**src/rtl/core/stsu_pkg.sv**
```systemverilog
// shared constants, types and saturation helpers of the stereo to surround upmix unit
package stsu_pkg;

    // sample and filter geometry
    localparam int SAMPLE_WIDTH  = 24;
    localparam int FILTER_STAGES = 3;

    // widths of the datapath
    localparam int SW     = SAMPLE_WIDTH;
    localparam int CW     = 33;                 // coefficient, one extra bit for negation
    localparam int PW     = SW + CW;            // one product
    localparam int AW     = PW + 3;             // sum of five products
    localparam int STG_AW = (FILTER_STAGES > 1) ? $clog2(FILTER_STAGES) : 1;
    localparam int IN_W   = ((2 * SW + 7) / 8) * 8;
    localparam int OUT_W  = ((6 * SW + 7) / 8) * 8;
    localparam int CFG_AW = 3;
    localparam int CFG_DW = 32;

    // register indexes of the configuration port
    localparam logic [CFG_AW-1:0] CFG_MODE = 3'd0;
    localparam logic [CFG_AW-1:0] CFG_B0   = 3'd1;
    localparam logic [CFG_AW-1:0] CFG_B1   = 3'd2;
    localparam logic [CFG_AW-1:0] CFG_B2   = 3'd3;
    localparam logic [CFG_AW-1:0] CFG_A1   = 3'd4;
    localparam logic [CFG_AW-1:0] CFG_A2   = 3'd5;

    // reset values of the coefficients, Q2.30
    localparam logic signed [CFG_DW-1:0] B0_RST = 32'sd2713906;
    localparam logic signed [CFG_DW-1:0] B1_RST = 32'sd5427813;
    localparam logic signed [CFG_DW-1:0] B2_RST = 32'sd2713906;
    localparam logic signed [CFG_DW-1:0] A1_RST = -32'sd1988727146;
    localparam logic signed [CFG_DW-1:0] A2_RST = 32'sd925939787;

    // gains in Q3.30
    localparam logic signed [CW-1:0] GAIN_M4DB = 33'sd677484920;
    localparam logic signed [CW-1:0] GAIN_M2DB = 33'sd852903196;

    // sample limits
    localparam logic signed [SW-1:0] SMAX = {1'b0, {(SW-1){1'b1}}};
    localparam logic signed [SW-1:0] SMIN = {1'b1, {(SW-1){1'b0}}};
    localparam logic signed [AW-1:0] ACC_SMAX  = AW'((64'sd1 <<< (SW - 1)) - 64'sd1);
    localparam logic signed [AW-1:0] ACC_SMIN  = AW'(-(64'sd1 <<< (SW - 1)));
    localparam logic signed [AW-1:0] ACC_HALF  = AW'(64'sd1 <<< 29);

    // one history row: two past inputs and two past outputs of a stage
    typedef struct packed {
        logic signed [SW-1:0] x1;
        logic signed [SW-1:0] x2;
        logic signed [SW-1:0] y1;
        logic signed [SW-1:0] y2;
    } t_row;

    // round half up from Q30 and clamp to the sample range
    function automatic logic signed [SW-1:0] sat_rnd(input logic signed [AW-1:0] v);
        logic signed [AW-1:0] t;
        t = (v + ACC_HALF) >>> 30;
        if (t > ACC_SMAX) begin
            return SMAX;
        end else if (t < ACC_SMIN) begin
            return SMIN;
        end
        return t[SW-1:0];
    endfunction

    // negate with the most negative sample clamped
    function automatic logic signed [SW-1:0] sat_neg(input logic signed [SW-1:0] v);
        if (v == SMIN) begin
            return SMAX;
        end
        return -v;
    endfunction

    // double with clamping
    function automatic logic signed [SW-1:0] sat_dbl(input logic signed [SW-1:0] v);
        if (v[SW-1] != v[SW-2]) begin
            return v[SW-1] ? SMIN : SMAX;
        end
        return {v[SW-2:0], 1'b0};
    endfunction

endpackage

```
**src/rtl/core/stereo_to_surround_upmix_unit.sv**
```systemverilog
// stereo to six channel upmix with a cascaded biquad low-pass for the lfe channel
//
// input stream: one stereo frame per item on s_axis_*, left in the low bits.
// output stream: one six channel frame per item on m_axis_*, held in an
// output register until taken.
// configuration: i_cfg_we writes register i_cfg_addr (0 mode, 1..5 b0 b1 b2
// a1 a2) with i_cfg_wdata at the clock edge; the user must write only while
// no item is in work, the block itself does not enforce it. a frame runs
// through one shared 33 x 24 multiplier with a registered product: the left
// and right gains in mode 0, also the center gain and, per filter stage, a
// history read and five products and sums in mode 1; then the result moves
// into the output register and an idle step follows before the next frame
// is taken. the filter history lives in a one-row-per-stage memory with a
// registered read, read in the cycle before the stage's first product and
// written back when the stage output is ready.
// s_axis_tready is high whenever no frame is in work, also while a result
// waits; a frame that finishes while the previous result is still not taken
// waits in the last step until m_axis_tready frees the output register.
// synchronous reset clears the mode, loads the default coefficients and marks
// all history rows as zero at once; there is no clearing pass.
module stereo_to_surround_upmix_unit (
    input  logic                          i_clk,
    input  logic                          i_rst_n,
    // configuration write port
    input  logic                          i_cfg_we,
    input  logic [stsu_pkg::CFG_AW-1:0]   i_cfg_addr,
    input  logic [stsu_pkg::CFG_DW-1:0]   i_cfg_wdata,
    // stereo input stream
    input  logic                          s_axis_tvalid,
    output logic                          s_axis_tready,
    input  logic [stsu_pkg::IN_W-1:0]     s_axis_tdata,  // left_in, right_in
    // six channel output stream
    output logic                          m_axis_tvalid,
    input  logic                          m_axis_tready,
    // left_out, center_out, right_out, left_surround_out, right_surround_out, lfe_out
    output logic [stsu_pkg::OUT_W-1:0]    m_axis_tdata
);

    localparam int SW = stsu_pkg::SW;

    // sequencer states
    localparam logic [3:0] ST_IDLE = 4'd0;
    localparam logic [3:0] ST_ML   = 4'd1;
    localparam logic [3:0] ST_WL   = 4'd2;
    localparam logic [3:0] ST_MR   = 4'd3;
    localparam logic [3:0] ST_WR   = 4'd4;
    localparam logic [3:0] ST_MC   = 4'd5;
    localparam logic [3:0] ST_WC   = 4'd6;
    localparam logic [3:0] ST_RD   = 4'd7;
    localparam logic [3:0] ST_FM   = 4'd8;
    localparam logic [3:0] ST_FA   = 4'd9;
    localparam logic [3:0] ST_FY   = 4'd10;
    localparam logic [3:0] ST_OUT  = 4'd11;

    // biquad terms in the order they are accumulated
    localparam logic [2:0] TERM_X0 = 3'd0;
    localparam logic [2:0] TERM_X1 = 3'd1;
    localparam logic [2:0] TERM_X2 = 3'd2;
    localparam logic [2:0] TERM_Y1 = 3'd3;
    localparam logic [2:0] TERM_Y2 = 3'd4;

    localparam logic [stsu_pkg::STG_AW-1:0] STG_LAST =
        stsu_pkg::STG_AW'(stsu_pkg::FILTER_STAGES - 1);

    // configuration registers
    logic                                   r_mode;
    logic signed [stsu_pkg::CFG_DW-1:0]     r_b0, r_b1, r_b2, r_a1, r_a2;

    // sequencer and datapath registers
    logic [3:0]                             r_state;
    logic [2:0]                             r_term;
    logic [stsu_pkg::STG_AW-1:0]            r_stg;
    logic signed [SW-1:0]                   r_lin, r_rin;
    logic signed [SW-1:0]                   r_l, r_r, r_c, r_x;
    logic signed [stsu_pkg::PW-1:0]         r_prod;
    logic signed [stsu_pkg::AW-1:0]         r_acc;

    // history memory and its valid bits
    stsu_pkg::t_row                         mem_hist [stsu_pkg::FILTER_STAGES];
    stsu_pkg::t_row                         r_rdata;
    logic                                   r_rd_vld;
    logic [stsu_pkg::FILTER_STAGES-1:0]     r_vld;

    // output register
    logic                                   r_mvalid;
    logic [stsu_pkg::OUT_W-1:0]             r_mdata;

    logic                                   in_acc;
    logic                                   out_load;
    logic                                   mem_we;
    logic                                   mem_re;
    stsu_pkg::t_row                         row;
    stsu_pkg::t_row                         wrow;
    logic signed [stsu_pkg::CW-1:0]         mul_a;
    logic signed [SW-1:0]                   mul_b;
    logic signed [SW-1:0]                   y_new;
    logic signed [SW-1:0]                   half;
    logic signed [SW-1:0]                   c_new;
    logic [stsu_pkg::OUT_W-1:0]             out_word;

    assign s_axis_tready = (r_state == ST_IDLE);
    assign in_acc        = s_axis_tvalid && s_axis_tready;
    assign out_load      = (r_state == ST_OUT) && (!r_mvalid || m_axis_tready);
    assign mem_re        = (r_state == ST_RD);
    assign mem_we        = (r_state == ST_FY);
    assign m_axis_tvalid = r_mvalid;
    assign m_axis_tdata  = r_mdata;

    // history row of the current stage, zero until first written
    assign row = r_rd_vld ? r_rdata : '0;

    // configuration writes
    always_ff @(posedge i_clk) begin
        if (!i_rst_n) begin
            r_mode <= 1'b0;
            r_b0   <= stsu_pkg::B0_RST;
            r_b1   <= stsu_pkg::B1_RST;
            r_b2   <= stsu_pkg::B2_RST;
            r_a1   <= stsu_pkg::A1_RST;
            r_a2   <= stsu_pkg::A2_RST;
        end else if (i_cfg_we) begin
            unique case (i_cfg_addr)
                stsu_pkg::CFG_MODE: r_mode <= i_cfg_wdata[0];
                stsu_pkg::CFG_B0:   r_b0   <= i_cfg_wdata;
                stsu_pkg::CFG_B1:   r_b1   <= i_cfg_wdata;
                stsu_pkg::CFG_B2:   r_b2   <= i_cfg_wdata;
                stsu_pkg::CFG_A1:   r_a1   <= i_cfg_wdata;
                stsu_pkg::CFG_A2:   r_a2   <= i_cfg_wdata;
                default: ;
            endcase
        end
    end

    // multiplier operand selection
    always_comb begin
        mul_a = stsu_pkg::GAIN_M4DB;
        mul_b = r_lin;
        case (r_state)
            ST_MR: begin
                mul_b = r_rin;
            end
            ST_MC: begin
                mul_a = stsu_pkg::GAIN_M2DB;
                mul_b = r_r;
            end
            ST_FM: begin
                case (r_term)
                    TERM_X0: begin
                        mul_a = stsu_pkg::CW'(r_b0);
                        mul_b = r_x;
                    end
                    TERM_X1: begin
                        mul_a = stsu_pkg::CW'(r_b1);
                        mul_b = row.x1;
                    end
                    TERM_X2: begin
                        mul_a = stsu_pkg::CW'(r_b2);
                        mul_b = row.x2;
                    end
                    TERM_Y1: begin
                        mul_a = -stsu_pkg::CW'(r_a1);
                        mul_b = row.y1;
                    end
                    default: begin
                        mul_a = -stsu_pkg::CW'(r_a2);
                        mul_b = row.y2;
                    end
                endcase
            end
            default: ;
        endcase
    end

    // rounding of the product and of the stage sum
    assign half  = stsu_pkg::sat_rnd({{3{r_prod[stsu_pkg::PW-1]}}, r_prod});
    assign c_new = stsu_pkg::sat_dbl(half);
    assign y_new = stsu_pkg::sat_rnd(r_acc);

    // new history row after a stage
    always_comb begin
        wrow.x1 = r_x;
        wrow.x2 = row.x1;
        wrow.y1 = y_new;
        wrow.y2 = row.y1;
    end

    // history memory, registered read
    always_ff @(posedge i_clk) begin
        if (mem_we) begin
            mem_hist[r_stg] <= wrow;
        end
        if (mem_re) begin
            r_rdata <= mem_hist[r_stg];
        end
    end

    // valid bits of the history rows
    always_ff @(posedge i_clk) begin
        if (!i_rst_n) begin
            r_vld    <= '0;
            r_rd_vld <= 1'b0;
        end else begin
            if (mem_we) begin
                r_vld[r_stg] <= 1'b1;
            end
            if (mem_re) begin
                r_rd_vld <= r_vld[r_stg];
            end
        end
    end

    // shared multiplier
    always_ff @(posedge i_clk) begin
        r_prod <= mul_a * mul_b;
    end

    // sequencer
    always_ff @(posedge i_clk) begin
        if (!i_rst_n) begin
            r_state <= ST_IDLE;
            r_term  <= TERM_X0;
            r_stg   <= '0;
        end else begin
            unique case (r_state)
                ST_IDLE: begin
                    if (in_acc) begin
                        r_state <= ST_ML;
                    end
                end
                ST_ML: r_state <= ST_WL;
                ST_WL: r_state <= ST_MR;
                ST_MR: r_state <= ST_WR;
                ST_WR: r_state <= r_mode ? ST_MC : ST_OUT;
                ST_MC: r_state <= ST_WC;
                ST_WC: begin
                    r_stg   <= '0;
                    r_state <= ST_RD;
                end
                ST_RD: begin
                    r_term  <= TERM_X0;
                    r_state <= ST_FM;
                end
                ST_FM: r_state <= ST_FA;
                ST_FA: begin
                    if (r_term == TERM_Y2) begin
                        r_state <= ST_FY;
                    end else begin
                        r_term  <= r_term + 3'd1;
                        r_state <= ST_FM;
                    end
                end
                ST_FY: begin
                    if (r_stg == STG_LAST) begin
                        r_state <= ST_OUT;
                    end else begin
                        r_stg   <= r_stg + 1'b1;
                        r_state <= ST_RD;
                    end
                end
                ST_OUT: begin
                    if (out_load) begin
                        r_state <= ST_IDLE;
                    end
                end
                default: r_state <= ST_IDLE;
            endcase
        end
    end

    // sample datapath
    always_ff @(posedge i_clk) begin
        if (in_acc) begin
            r_lin <= s_axis_tdata[SW-1:0];
            r_rin <= s_axis_tdata[2*SW-1:SW];
        end
        case (r_state)
            ST_WL: r_l <= half;
            ST_WR: begin
                r_r <= half;
                r_c <= '0;
                r_x <= '0;
            end
            ST_WC: begin
                r_c <= c_new;
                r_x <= stsu_pkg::sat_neg(c_new);
            end
            ST_RD: r_acc <= '0;
            ST_FA: r_acc <= r_acc + {{3{r_prod[stsu_pkg::PW-1]}}, r_prod};
            ST_FY: r_x <= y_new;
            default: ;
        endcase
    end

    // packing of the output frame
    always_comb begin
        out_word = '0;
        out_word[SW-1:0]      = r_l;
        out_word[2*SW-1:SW]   = r_c;
        out_word[3*SW-1:2*SW] = r_r;
        out_word[4*SW-1:3*SW] = stsu_pkg::sat_neg(r_l);
        out_word[5*SW-1:4*SW] = stsu_pkg::sat_neg(r_r);
        out_word[6*SW-1:5*SW] = r_x;
    end

    // output register
    always_ff @(posedge i_clk) begin
        if (!i_rst_n) begin
            r_mvalid <= 1'b0;
        end else if (out_load) begin
            r_mvalid <= 1'b1;
        end else if (m_axis_tready) begin
            r_mvalid <= 1'b0;
        end
    end

    always_ff @(posedge i_clk) begin
        if (out_load) begin
            r_mdata <= out_word;
        end
    end

    // an accepted item starts the left gain product
    a_accept_starts: assert property (@(posedge i_clk) disable iff (!i_rst_n)
        in_acc |=> (r_state == ST_ML))
        else $error("accepted item did not start the sequence");

    // in mode zero center and lfe leave as zero
    a_mode0_zero: assert property (@(posedge i_clk) disable iff (!i_rst_n)
        (out_load && !r_mode) |=>
            (r_mdata[2*SW-1:SW] == '0 && r_mdata[6*SW-1:5*SW] == '0))
        else $error("center or lfe not zero in mode zero");

    // a written history row is marked valid
    a_row_valid: assert property (@(posedge i_clk) disable iff (!i_rst_n)
        mem_we |=> r_vld[$past(r_stg)])
        else $error("history row not marked valid after write");

    // the stage counter stays within the cascade while filtering
    a_stage_range: assert property (@(posedge i_clk) disable iff (!i_rst_n)
        (r_state == ST_RD || r_state == ST_FM || r_state == ST_FA || r_state == ST_FY)
            |-> (r_stg <= STG_LAST))
        else $error("stage counter out of range");

    // a waiting result is not overwritten
    a_no_overwrite: assert property (@(posedge i_clk) disable iff (!i_rst_n)
        (r_mvalid && !m_axis_tready && r_state == ST_OUT) |=> (r_state == ST_OUT))
        else $error("sequence left the output step while the result was stalled");

endmodule

```
**config.mk**
```make
export PLATFORM = sky130hd
export DESIGN_NAME = stereo_to_surround_upmix_unit
export DESIGN_NICKNAME = d
export VERILOG_FILES = /design/src/rtl/core/stsu_pkg.sv /design/src/rtl/core/stereo_to_surround_upmix_unit.sv
export SDC_FILE = /design/constraint.sdc
export NUM_CORES = 2
export LEC_CHECK = 0
export ABC_AREA = 1
export BUFFER_PORTS_ARGS = -buffer_cell sky130_fd_sc_hd__buf_4
export CORE_ASPECT_RATIO = 2
export CORE_MARGIN = 2
export CORE_UTILIZATION = 35
export DETAILED_ROUTE_END_ITERATION = 16
export PLACE_DENSITY = 0.57
export SYNTH_ARGS = -nofsm -noshare
export SYNTH_HDL_FRONTEND = slang
export SYNTH_SLANG_ARGS = --single-unit
```
**constraint.sdc**
```tcl
create_clock -name i_clk -period 11.75 [get_ports i_clk]
set_clock_uncertainty 0.1 [all_clocks]
set_input_delay 0.5875 -clock i_clk [delete_from_list [all_inputs] [get_ports i_clk]]
set_output_delay 0.5875 -clock i_clk [all_outputs]
set_load 0.02 [all_outputs]
```
# Word level (Yosys, flattened, before mapping)
# Memories as Yosys holds them, arrays and structs flattened. A register that Yosys moved wholly into a read port is not among the register bits.
# Cells that the tools add are included.
[op_classes] n_reduce_logical=22 add_sub_neg=10 mul=1 n_eq_ne=29 bitwise_logic=1 n_mux=50 n_lt_le_gt_ge=6
[op_table] op="24-bit two-way mux" count=15
[op_table] op="24-bit one-hot mux with 3 select lines" count=2
[op_table] op="33-bit one-hot mux with 4 select lines" count=1
[op_table] op="60-bit one-hot mux with 2 select lines" count=1
[op_table] op="96-bit two-way mux" count=1
[op_table] op="24-bit one-hot mux with 4 select lines" count=1
[op_table] op="24-bit == test, second input constant" count=3
[op_table] op="24-bit negator" count=3
[op_table] op="32-bit negator with 33-bit output" count=2
[op_table] op="33-bit one-hot mux with 2 select lines" count=1
[op_table] op="60-bit by 31-bit adder with 60-bit output, second input constant" count=1
[op_table] op="60-bit adder" count=1
[op_table] op="57-bit by 31-bit adder with 58-bit output, second input constant" count=1
[op_table] op="33-bit by 24-bit multiplier with 57-bit output" count=1
[op_table] op="24-bit one-hot mux with 2 select lines" count=1
[op_table] op="4-bit one-hot mux with 12 select lines" count=1
[op_table] op="30-bit by 24-bit greater-than comparator with 1-bit output, second input constant" count=1
[op_table] op="30-bit by 24-bit < comparator with 1-bit output, second input constant" count=1
[op_table] op="28-bit by 24-bit greater-than comparator with 1-bit output, second input constant" count=1
[op_table] op="28-bit by 24-bit < comparator with 1-bit output, second input constant" count=1
[op_table] op="2-bit AND reduction" count=9
[op_table] op="4-bit by 3-bit == test with 1-bit output, second input constant" count=4
[op_table] op="4-bit == test, second input constant" count=4
[op_table] op="4-bit two-way mux" count=4
[op_table] op="other kinds (28)" count=58
[totals] register_bits=580 output_inout_bits=146 elab_cells=141 mem_count=1 mem_bits_rw=288 in_bits=88
[memory_table] name="mem_hist" depth=3 word_bits=96 rd=1 rd_ports_with_merged_regs=1 write_ports=1 line="stereo_to_surround_upmix_unit.sv:79" source="stsu_pkg::t_row mem_hist [stsu_pkg::FILTER_STAGES];"

# Longest topological paths before layout
[depth] ltp_word=13 mapped_depth=48 depth_no_buf=48

# Worst setup path after synthesis
# Ideal clock, no wire load.
[synth_timing] path_type="input to register" startpoint="in m_axis_tready" endpoint="reg r_mdata (netlist bit m_axis_tdata[0]) (enable)" path_buffers=0 required_time_ns=10.824 cell_stages=2 setup_time_ns=0.826 arrival_ns=10.403 slack_ns=0.421 path_cell_list="nor2_1 > nor3_1"
[synth_between] elab_chain_cells=2
[synth_lines] element="from (decl)" line="stereo_to_surround_upmix_unit.sv:34" source="input logic m_axis_tready,"
[synth_lines] element="1-bit logical OR" line="stereo_to_surround_upmix_unit.sv:103" source="assign out_load = (r_state == ST_OUT) && (!r_mvalid || m_axis_tready);"
[synth_lines] element="1-bit logical AND" line="stereo_to_surround_upmix_unit.sv:103"
[synth_lines] element="net out_load" line="stereo_to_surround_upmix_unit.sv:89" source="logic out_load;"
[synth_lines] element="to (signal assigned)" line="stereo_to_surround_upmix_unit.sv:318" source="r_mdata <= out_word;"
[synth_lines] element="to (decl)" line="stereo_to_surround_upmix_unit.sv:86" source="logic [stsu_pkg::OUT_W-1:0] r_mdata;"
# The timed path passes the listed nets, and every way through them passes these cells.
# A chain may end at the register's enable or synchronous reset.

# Worst setup path in the final report
[layout_timing] startpoint="reg r_a2[3] in the netlist's numbering" endpoint="reg r_prod[43] in the netlist's numbering"
[layout_between] elab_chain_cells=4
[layout_lines] element="from (decl)" line="stereo_to_surround_upmix_unit.sv:67" source="logic signed [stsu_pkg::CFG_DW-1:0] r_b0, r_b1, r_b2, r_a1, r_a2;"
[layout_lines] element="from (signal assigned)" line="stereo_to_surround_upmix_unit.sv:120" source="r_a2 <= stsu_pkg::A2_RST;"
[layout_lines] element="from (signal assigned)" line="stereo_to_surround_upmix_unit.sv:128" source="stsu_pkg::CFG_A2: r_a2 <= i_cfg_wdata;"
[layout_lines] element="32-bit negator with 33-bit output" line="stereo_to_surround_upmix_unit.sv:165" source="mul_a = -stsu_pkg::CW'(r_a2);"
[layout_lines] element="33-bit one-hot mux with 4 select lines" line="stereo_to_surround_upmix_unit.sv:147" source="case (r_term)"
[layout_lines] element="33-bit one-hot mux with 2 select lines" line="stereo_to_surround_upmix_unit.sv:138" source="case (r_state)"
[layout_lines] element="33-bit by 24-bit multiplier with 57-bit output" line="stereo_to_surround_upmix_unit.sv:214" source="r_prod <= mul_a * mul_b;"
[layout_lines] element="to (signal assigned)" line="stereo_to_surround_upmix_unit.sv:214"
[layout_lines] element="to (decl)" line="stereo_to_surround_upmix_unit.sv:75" source="logic signed [stsu_pkg::PW-1:0] r_prod;"
# No other way between the ends.

==> results.toml <==
[global_route]
antenna_found_initial = 7
grt_max_degree = 120
grt_pass1_wl_um = 386000
track_usage = 0.254
grt_overflow_total = 0
grt_pass1_vias = 60000

[sta]
hold_violations = 0
fmax_ghz = 0.0904
final.setup.worst_slack_ns = 0.694
slew_headroom = 0.0362
worstMarginPinSlew_ns = 1.43
finalSetupViolCount = 0
rsz0062_at_grt = "false"
drv_slew = 0
period_minus_slack_ns = 11.06
finalSetupTns_ns = 0
fin_crit_sh = 0.941

[synth]
dominantRegCellSynth = "edfxtp_1"
yosys.area_share.xor_xnor = 0.0178
synthCells = 7731
synth_fp_nets = 8852
async_flop_share = 0
synth.cell_area_um2 = 71200
synth_top_family_by_area = "adder cells"
ys_seq_area_frac = 0.374
avgSynthCellArea_um2 = 9.21
synth_seq_cells = 964
synth_mux_area_frac = 0
synthAdderAreaFrac = 0.266
synth_compound_gate_area_share = 0.0920
ys_warn_count = 0
synthSimpleGateAreaFrac = 0.156
synth_edf_count = 732
post_synth_num_cell_types = 68

[route]
via_per_inst = 5.22
num_vias = 56200
drt-pass1-iter-count = 10
drcViolationCount = 0
detail_route.iter0.violations = 4072
ant_nets = 0
wl_um = 263000
wire_per_inst_um = 24.4

[final_layout]
drive_gt1_frac = 0.0884
final_design_area_no_fill_um2 = 80000
syn_to_final_growth_pct = 12.2
nFillCells = 20400
finalNetCount = 9083
final_common_cell = "nand2_1"
seqCellArea_um2 = 26600
layout_common_cells = "1422 x nand2_1, 1409 x inv_1, 807 x fa_1"
multi_input_comb_area_um2 = 38100

[place]
dp_hpwl_um = 206000
dp_slack_ns = 0.758
io_buffers = 233
gp_congestion = 0.989
dpl-instance-area_um2 = 76400

[die]
die_area_um2 = 207000
io_pins = 234
dieHeight_um = 642
die_w_um = 323
rows = 234
start_util = 0.352
core_area_um2 = 203000

[cts]
clockBufferDepth = 3
cts_root_buffer = "clkbuf_16"
path_clk_slew_ns = 0.08
cts_buffers = 90
htreeDepth = 3
cts.sinks = 964
clock_latency_ns = 0.72
cts_setup_buffers = 0
cts_resized = 0
tritoncts = "built"

[setup_path]
critPathCaptureType = "flop"
crit_fanout = 14
startpoint = "r_a2[3]"
arrival_ns = 11.53
reg2reg_from = "r_a2[3]"
critPathRequiredTime_ns = 12.22
start_kind = "flop"
path_class = "reg -> reg"
crit_path_frequent_cell = "nand2_1"
worst_path_max_delay_cell = "nand2_1"
max_stage_delay_ns = 0.90

[worst_hold_path]
min-delay-start = "i_cfg_wdata[8]"
hp-class = "in -> reg"

[run_status]
status = "complete, no violations"

[run]
maxCapViolCount = 0
## registers in the layout, summed over array words and instances (netlist names), 2 cells and up
register / cells
r_l: 24
m_axis_tdata: 144
r_term: 3
r_rin: 24
r_state: 4
r_stg: 2
r_a2: 32
r_acc: 60
r_rdata: 96
r_b1: 32
r_lin: 24
r_b0: 32
r_b2: 32
r_a1: 32
r_c: 24
r_prod: 57
r_r: 24
mem_hist: 288
r_x: 24
r_vld: 3
## worst max-delay path, delay by kind of cell (launching register included)
kind | cells | cell delay, ns
XOR/XNOR | 1 | 0.38
AND/OR/NAND/NOR | 19 | 4.56
buffers and inverters | 8 | 0.75
flip-flops | 1 | 0.33
AO/OA/AOI/OAI | 3 | 0.57
adder cells (fa/ha/maj) | 8 | 4.20
## layer usage
metal  track usage  vias up  share of wire
met5             0        -        0.00017
met4         0.217        6           0.10
met3        0.0316      899          0.055
met2         0.454     2320           0.51
met1         0.261    28000           0.33
li1              -    25000              -
## stage by stage
step	hold WS (ns)	util	instances
2_1_floorplan	0.300	-	7731
5_1_grt	0.0482	0.395	10800
3_5_place_dp	0.305	0.377	10500
6_report	0.0446	0.395	10800
3_3_place_gp	0.304	0.377	10500
4_1_cts	0.00944	0.395	10700
## logic make-up after synthesis
family	Yosys count
simple gates	2684
compound gates	1170
xor+xnor	145
fa+ha+maj	1033
buf+inv	1735
flops	964
## worst paths after layout
check / to / slack [ns] / cells after the start
max: r_prod[43] / 0.69 / 39
min: r_b0[8] / 0.04 / 3
max reg2reg: r_prod[43] / 0.69 / 39
min reg2reg: m_axis_tdata[43] / 0.32 / 0
## cell usage after synthesis (54+ instances only)
master,instances,share of area
nor3_1,54,0.0038
edfxtp_1,732,0.31
dfxtp_1,232,0.065
xor2_1,101,0.012
nand3_1,197,0.014
buf_2,69,0.0048
a21oi_1,578,0.041
nor2_1,808,0.043
fa_1,807,0.23
ha_1,226,0.040
inv_1,1412,0.074
nand2_1,1424,0.075
o21ai_0,335,0.024
nand4_1,63,0.0055
clkbuf_1,189,0.010
## repair_timing
item / 4_1_cts / 5_1_grt
hold endpoints to repair: 48 / 0
setup endpoints to repair: 0 / 0
hold buffers: 48 / 0
## layout make-up
type | instances | area share
clock inverters | 61 | 0.00854
repair buffers | 427 | 0.0422
clock buffers | 104 | 0.0295
flip-flops and latches | 964 | 0.333
well taps | 2714 | 0.0425
inverters | 1447 | 0.0681
diodes | 5 | 0.000156
multi-input cells | 5032 | 0.476
Power is left out: the tool's default activity adds up to more than one toggle a clock period on the data nets, which glitch-free logic cannot reach.
